**config.mk**
```make
export PLATFORM = sky130hd
export DESIGN_NAME = brb_ctrl
export DESIGN_NICKNAME = d
export VERILOG_FILES = /design/src/brb_pkg.sv /design/src/brb_ctrl.sv
export SDC_FILE = /design/constraint.sdc
export NUM_CORES = 1
export LEC_CHECK = 0
export ABC_AREA = 1
export BUFFER_PORTS_ARGS = -buffer_cell sky130_fd_sc_hd__clkbuf_2
export CAP_MARGIN = 20
export CORE_AREA = 2 2 39 41
export DETAILED_ROUTE_END_ITERATION = 12
export DIE_AREA = 0 0 41 43
export PLACE_DENSITY = 0.39
export REMOVE_ABC_BUFFERS = 1
export SYNTH_ARGS = -nofsm -noshare
export SYNTH_HDL_FRONTEND = slang
export SYNTH_SLANG_ARGS = --single-unit
```
**constraint.sdc**
```tcl
create_clock -name clk -period 1.2 [get_ports clk]
set_input_delay 0.18 -clock clk [delete_from_list [all_inputs] [get_ports clk]]
set_output_delay 0.18 -clock clk [all_outputs]
set_load 0.005 [all_outputs]
```
**src/brb_pkg.sv**
```systemverilog
// shared types and constants for the byte ring buffer with pointer moves
// no dependencies; used by brb_ctrl, brb_datapath and the top level
package brb_pkg;

    localparam int DEPTH = 1024;
    localparam int PTR_W = $clog2(DEPTH);
    localparam int USED_W = PTR_W + 1;
    localparam int CNT_W = 11;
    localparam int MAG_W = 17;

    typedef enum logic [2:0] {
        ACT_WRITE    = 3'd0,
        ACT_READ     = 3'd1,
        ACT_PEEK     = 3'd2,
        ACT_MOVE_RD  = 3'd3,
        ACT_MOVE_WR  = 3'd4,
        ACT_CLEAR    = 3'd5
    } action_t;

    typedef enum logic [2:0] {
        ST_IDLE = 3'b001,
        ST_EXEC = 3'b010,
        ST_RESP = 3'b100
    } state_t;

    // controller to datapath commands
    typedef struct packed {
        logic load;
        logic exec;
    } cmd_t;

endpackage

```
**src/brb_ctrl.sv**
```systemverilog
// controller state machine: load, execute, respond
// depends on brb_pkg
module brb_ctrl
(
    input  logic          clk,
    input  logic          rst_n,
    input  logic          start,
    output logic          busy,
    output logic          result_valid,
    output brb_pkg::cmd_t cmd
);

    brb_pkg::state_t state_reg;
    brb_pkg::state_t state_next;

    // next state
    always_comb
    begin
        state_next = state_reg;
        case (state_reg)
            brb_pkg::ST_IDLE:
            begin
                if (start)
                begin
                    state_next = brb_pkg::ST_EXEC;
                end
            end
            brb_pkg::ST_EXEC:
            begin
                state_next = brb_pkg::ST_RESP;
            end
            brb_pkg::ST_RESP:
            begin
                state_next = brb_pkg::ST_IDLE;
            end
            default:
            begin
                state_next = brb_pkg::ST_IDLE;
            end
        endcase
    end

    // state register
    always_ff @(posedge clk or negedge rst_n)
    begin
        if (!rst_n)
        begin
            state_reg <= brb_pkg::ST_IDLE;
        end
        else
        begin
            state_reg <= state_next;
        end
    end

    // outputs and commands
    assign busy         = (state_reg != brb_pkg::ST_IDLE);
    assign result_valid = (state_reg == brb_pkg::ST_RESP);
    assign cmd.load     = (state_reg == brb_pkg::ST_IDLE) && start;
    assign cmd.exec     = (state_reg == brb_pkg::ST_EXEC);

    // checks
    a_state_onehot: assert property (@(posedge clk) disable iff (!rst_n)
        $onehot(state_reg))
        else $error("controller state not one-hot");

    a_accept_exec: assert property (@(posedge clk) disable iff (!rst_n)
        cmd.load |=> cmd.exec)
        else $error("accepted beat not executed next cycle");

    a_exec_resp: assert property (@(posedge clk) disable iff (!rst_n)
        cmd.exec |=> (result_valid && busy))
        else $error("execute not followed by result");

endmodule

```
### Word-level counts from Yosys, hierarchy flattened

Index checks and enable logic that the tools add are counted.

| storage, ports and cells | value |
|---|---|
| word-level logic and storage cells | 9 |
| memories kept | 0 |
| bits in latches | 0 |
| bits in writable memories | 0 |
| ROM bits | 0 |
| register bits after elaboration | 3 |
| output and inout port bits | 4 |

| operators by class | value |
|---|---|
| order comparisons | 0 |
| reduce and logical (&&, ||, !) cells | 1 |
| muxes and demuxes | 2 |
| equal/unequal tests | 5 |
| div/mod/pow operators | 0 |
| bitwise logic cells | 0 |
| $add $sub $neg | 0 |
| shifts and indexed selects | 0 |
| multipliers | 0 |

Operators with widths:

| kind | count |
|---|---|
| $pmux W3 S2 | 1 |
| $eq A3 B1 Y1 const B | 1 |
| $eq A3 B2 Y1 const B | 1 |
| $eq A3 B3 Y1 const B | 1 |
| $mux W3 | 1 |
| $ne A3 B1 Y1 const B | 1 |
| $ne A2 B2 Y1 const B | 1 |
| $logic_and A1 B1 Y1 | 1 |

### Longest topological paths before layout

| logic depth | value |
|---|---|
| depth in word-level cells | 2 |
| mapped depth | 4 |
| gate-level depth less buffers | 4 |

### Worst setup path before layout

Ideal clock, no wire load.

| path | value |
|---|---|
| kind | reg2out |
| from | register state_reg[0] |
| to | output port cmd[0] (netlist name) |
| stages on the path, launching flop included | 5 |
| slack | 0.221 ns |
| data arrival time | 0.799 ns |
| path buffers | 1 |
| cell sequence | dfstp_2 > inv_2 > nand3_2 > inv_1 > buf_4 |

RTL lines:

| item | RTL line | text |
|---|---|---|
| start, declared | brb_ctrl.sv:13 | `brb_pkg::state_t state_reg;` |
| start signal, assigned | brb_ctrl.sv:48 | `state_reg <= brb_pkg::ST_IDLE;` |
| start signal, assigned | brb_ctrl.sv:52 | `state_reg <= state_next;` |
| end, declared | brb_ctrl.sv:10 | `output brb_pkg::cmd_t cmd` |

==> run summary <==
Status: finished, violations left
Failing checks: negative setup slack
Worst Path Required: 1.02 ns
Min-Delay Path Class: input port to flop
Post-route ant nets: 0
Post-Syn Area per Cell: 8.43 µm²
RSZ-0062 raised after global routing: true
Max Cap Viol: 0
Crit Path Max Fanout: 3
DRC: 0
Cell total after placement: 40
Number of synthesized register bits: 3
Vias in the first global route: 151
CTS H-tree depth: 1
Final Hold Vio Count: 0
Final worst-path cycle share: 1.05
Via/cell ratio: 3.23
Worst-margin pin slew: 0.159 ns
GPL Wtd Cong: 0.660
Synth warn: 0
Routed Wire Length: 344 µm
Fmax: 0.796 GHz
Worst Setup SP: state_reg[0]$_DFFE_PN1P_
Post-Route Setup TNS: -0.100 ns
R2R Setup Slk: 0.12 ns
Post-Layout Cell Count: 48
Vias: 155
Starting Density: 0.116
Yosys cell types: 12
Arr. time, crit path: 1.08 ns
Worst Setup EP: cmd[1]
Ant diodes: 0
Worst-Skew Late Latency: 0.23 ns
CTS tree: yes
GR Util All Layers: 0.0573
Layout cells sized above 1: 0.625
Synth Instances: 19
Die Area: 1760 µm²
Crit. End Element: output port
Sequential area share after synthesis: 0.477
Core Box Area: 1380 µm²
Buffer levels on the longest clock path: 2
TritonCTS Sinks: 3
Cell Area, Synth: 160 µm²
PD cells: 2550 nW/µm²
CP Cell Sequence: nand3_4 -> nor2_2 -> clkbuf_2
Die H: 43 µm
Slew margin rel.: 0.893
Port Buffers: 6
Hold WS: 0.209 ns
VDD IR max: 0.000804 V
Initial antenna violation count: 0
Max FFs per register: 3
CP max stage delay: 0.56 ns
Worst reg2reg path depth: 5
Leakage power: 0.000155 µW
Drt pass-1 iters: 3
Worst path slowest cell: dfstp_2
First-pass GRT wire length: 627 µm
Critical R2R Launch: state_reg[0]$_DFFE_PN1P_
Die Span X: 41 µm
Max-slew violations: 0
CP startpoint kind: flop
Nets@finish: 36
Place WS: 0.150 ns
Clock Skew: 0.000839 ns
Row cnt: 14
I/O pins: 7
Worst setup margin: -0.0558 ns
Leading cell type in the layout, fill and taps excluded: clkbuf_2
Grt total ovfl: 0
Final min period: 1.26 ns
Highest-count cells in the layout ignoring fill and taps: clkbuf_2, inv_1, clkbuf_4, buf_4
Worst R2R End: state_reg[0]$_DFFE_PN1P_
Pin count of the biggest net entering global routing: 4
HPWL after detailed placement: 223 µm
WL/cell: 7.17 µm
Count of final setup violators: 2
Num CTS Buffers: 3
Clock slew at reported path FFs: 0.04 ns
Critical path type: flop to output port
Clock Root Buffer: clkbuf_4
DRT iter0 DRCs: 3
Syn-to-layout area delta: 69.5%
## Yosys cell counts
cell type / count / area [µm²]
nand3_1: 1 / 5.00
dfstp_2: 1 / 26.3
nand2_1: 1 / 3.75
nor2_1: 2 / 7.51
inv_1: 4 / 15.0
buf_4: 1 / 7.51
dfrtp_1: 2 / 50.1
nand3_2: 2 / 20.0
nand2_2: 1 / 6.26
inv_2: 2 / 7.51
nor3_1: 1 / 5.00
nor2_2: 1 / 6.26
## worst max-delay path: cells and delay by family, from the launching register on
family,cells,cell delay (ns)
DFF,1,0.56
buffers and inverters,1,0.11
and+or+nand+nor,2,0.17
## cells by family (layout without fill, tap and decap cells)
group,after synthesis,after routing,share of synthesized area
buf+inv,7,20,0.188
flops,3,3,0.477
simple gates,9,9,0.336
## how the worst min path moves through the flow
stage               startpoint                        to  slack [ns]  depth (start not counted)
global route             start  state_reg[1]$_DFFE_PN0P_        0.22                          3
floorplan                rst_n  state_reg[1]$_DFFE_PN0P_       -0.12                          0
global placement         rst_n  state_reg[1]$_DFFE_PN0P_       -0.01                          1
finish                   start  state_reg[1]$_DFFE_PN0P_        0.21                          3
CTS                      start  state_reg[1]$_DFFE_PN0P_        0.19                          3
detailed placement       rst_n  state_reg[1]$_DFFE_PN0P_       -0.02                          1
## repair_timing
action / CTS / global route
pin swaps: 2 / 2
cloned: 0 / 0
gates resized for setup: 1 / 1
hold buffers: 1 / 0
buffers inserted: 2 / 1
endpoints found under the setup margin: 3 / 4
hold endpoints to repair: 3 / 0
## area by class of cell
class                   instances  area, µm²
fillers                       153       1110
flip-flops and latches          3       76.3
multi-input cells               9       63.8
repair buffers                 10       62.6
clock buffers                   4       26.3
inverters                       6       22.5
well taps                      16       20.0
## per-stage QoR
step           area, µm²   util  total power [µW]
6_report             272  0.196               692
3_5_place_dp         203  0.146               391
4_1_cts              262  0.189               665
3_3_place_gp         203  0.146               398
5_1_grt              272  0.196               767
2_1_floorplan        153      -               323
## power by group
group          total [µW]  internal (µW)  leakage [µW]  switching (µW)
registers             195            152     0.0000372            42.4
logic                 321            172      0.000103             149
clock network         176            125     0.0000150            51.4
total                 692            449      0.000155             242
## layer usage
layer,GRT usage,vias up,share of wire
met5,0,-,0
met4,0.0200,0,0
met3,0.0628,0,0.14
met2,0.0594,9,0.36
met1,0.0742,67,0.49
li1,-,79,-
Note: power is estimated with default switching activity, not from simulation.
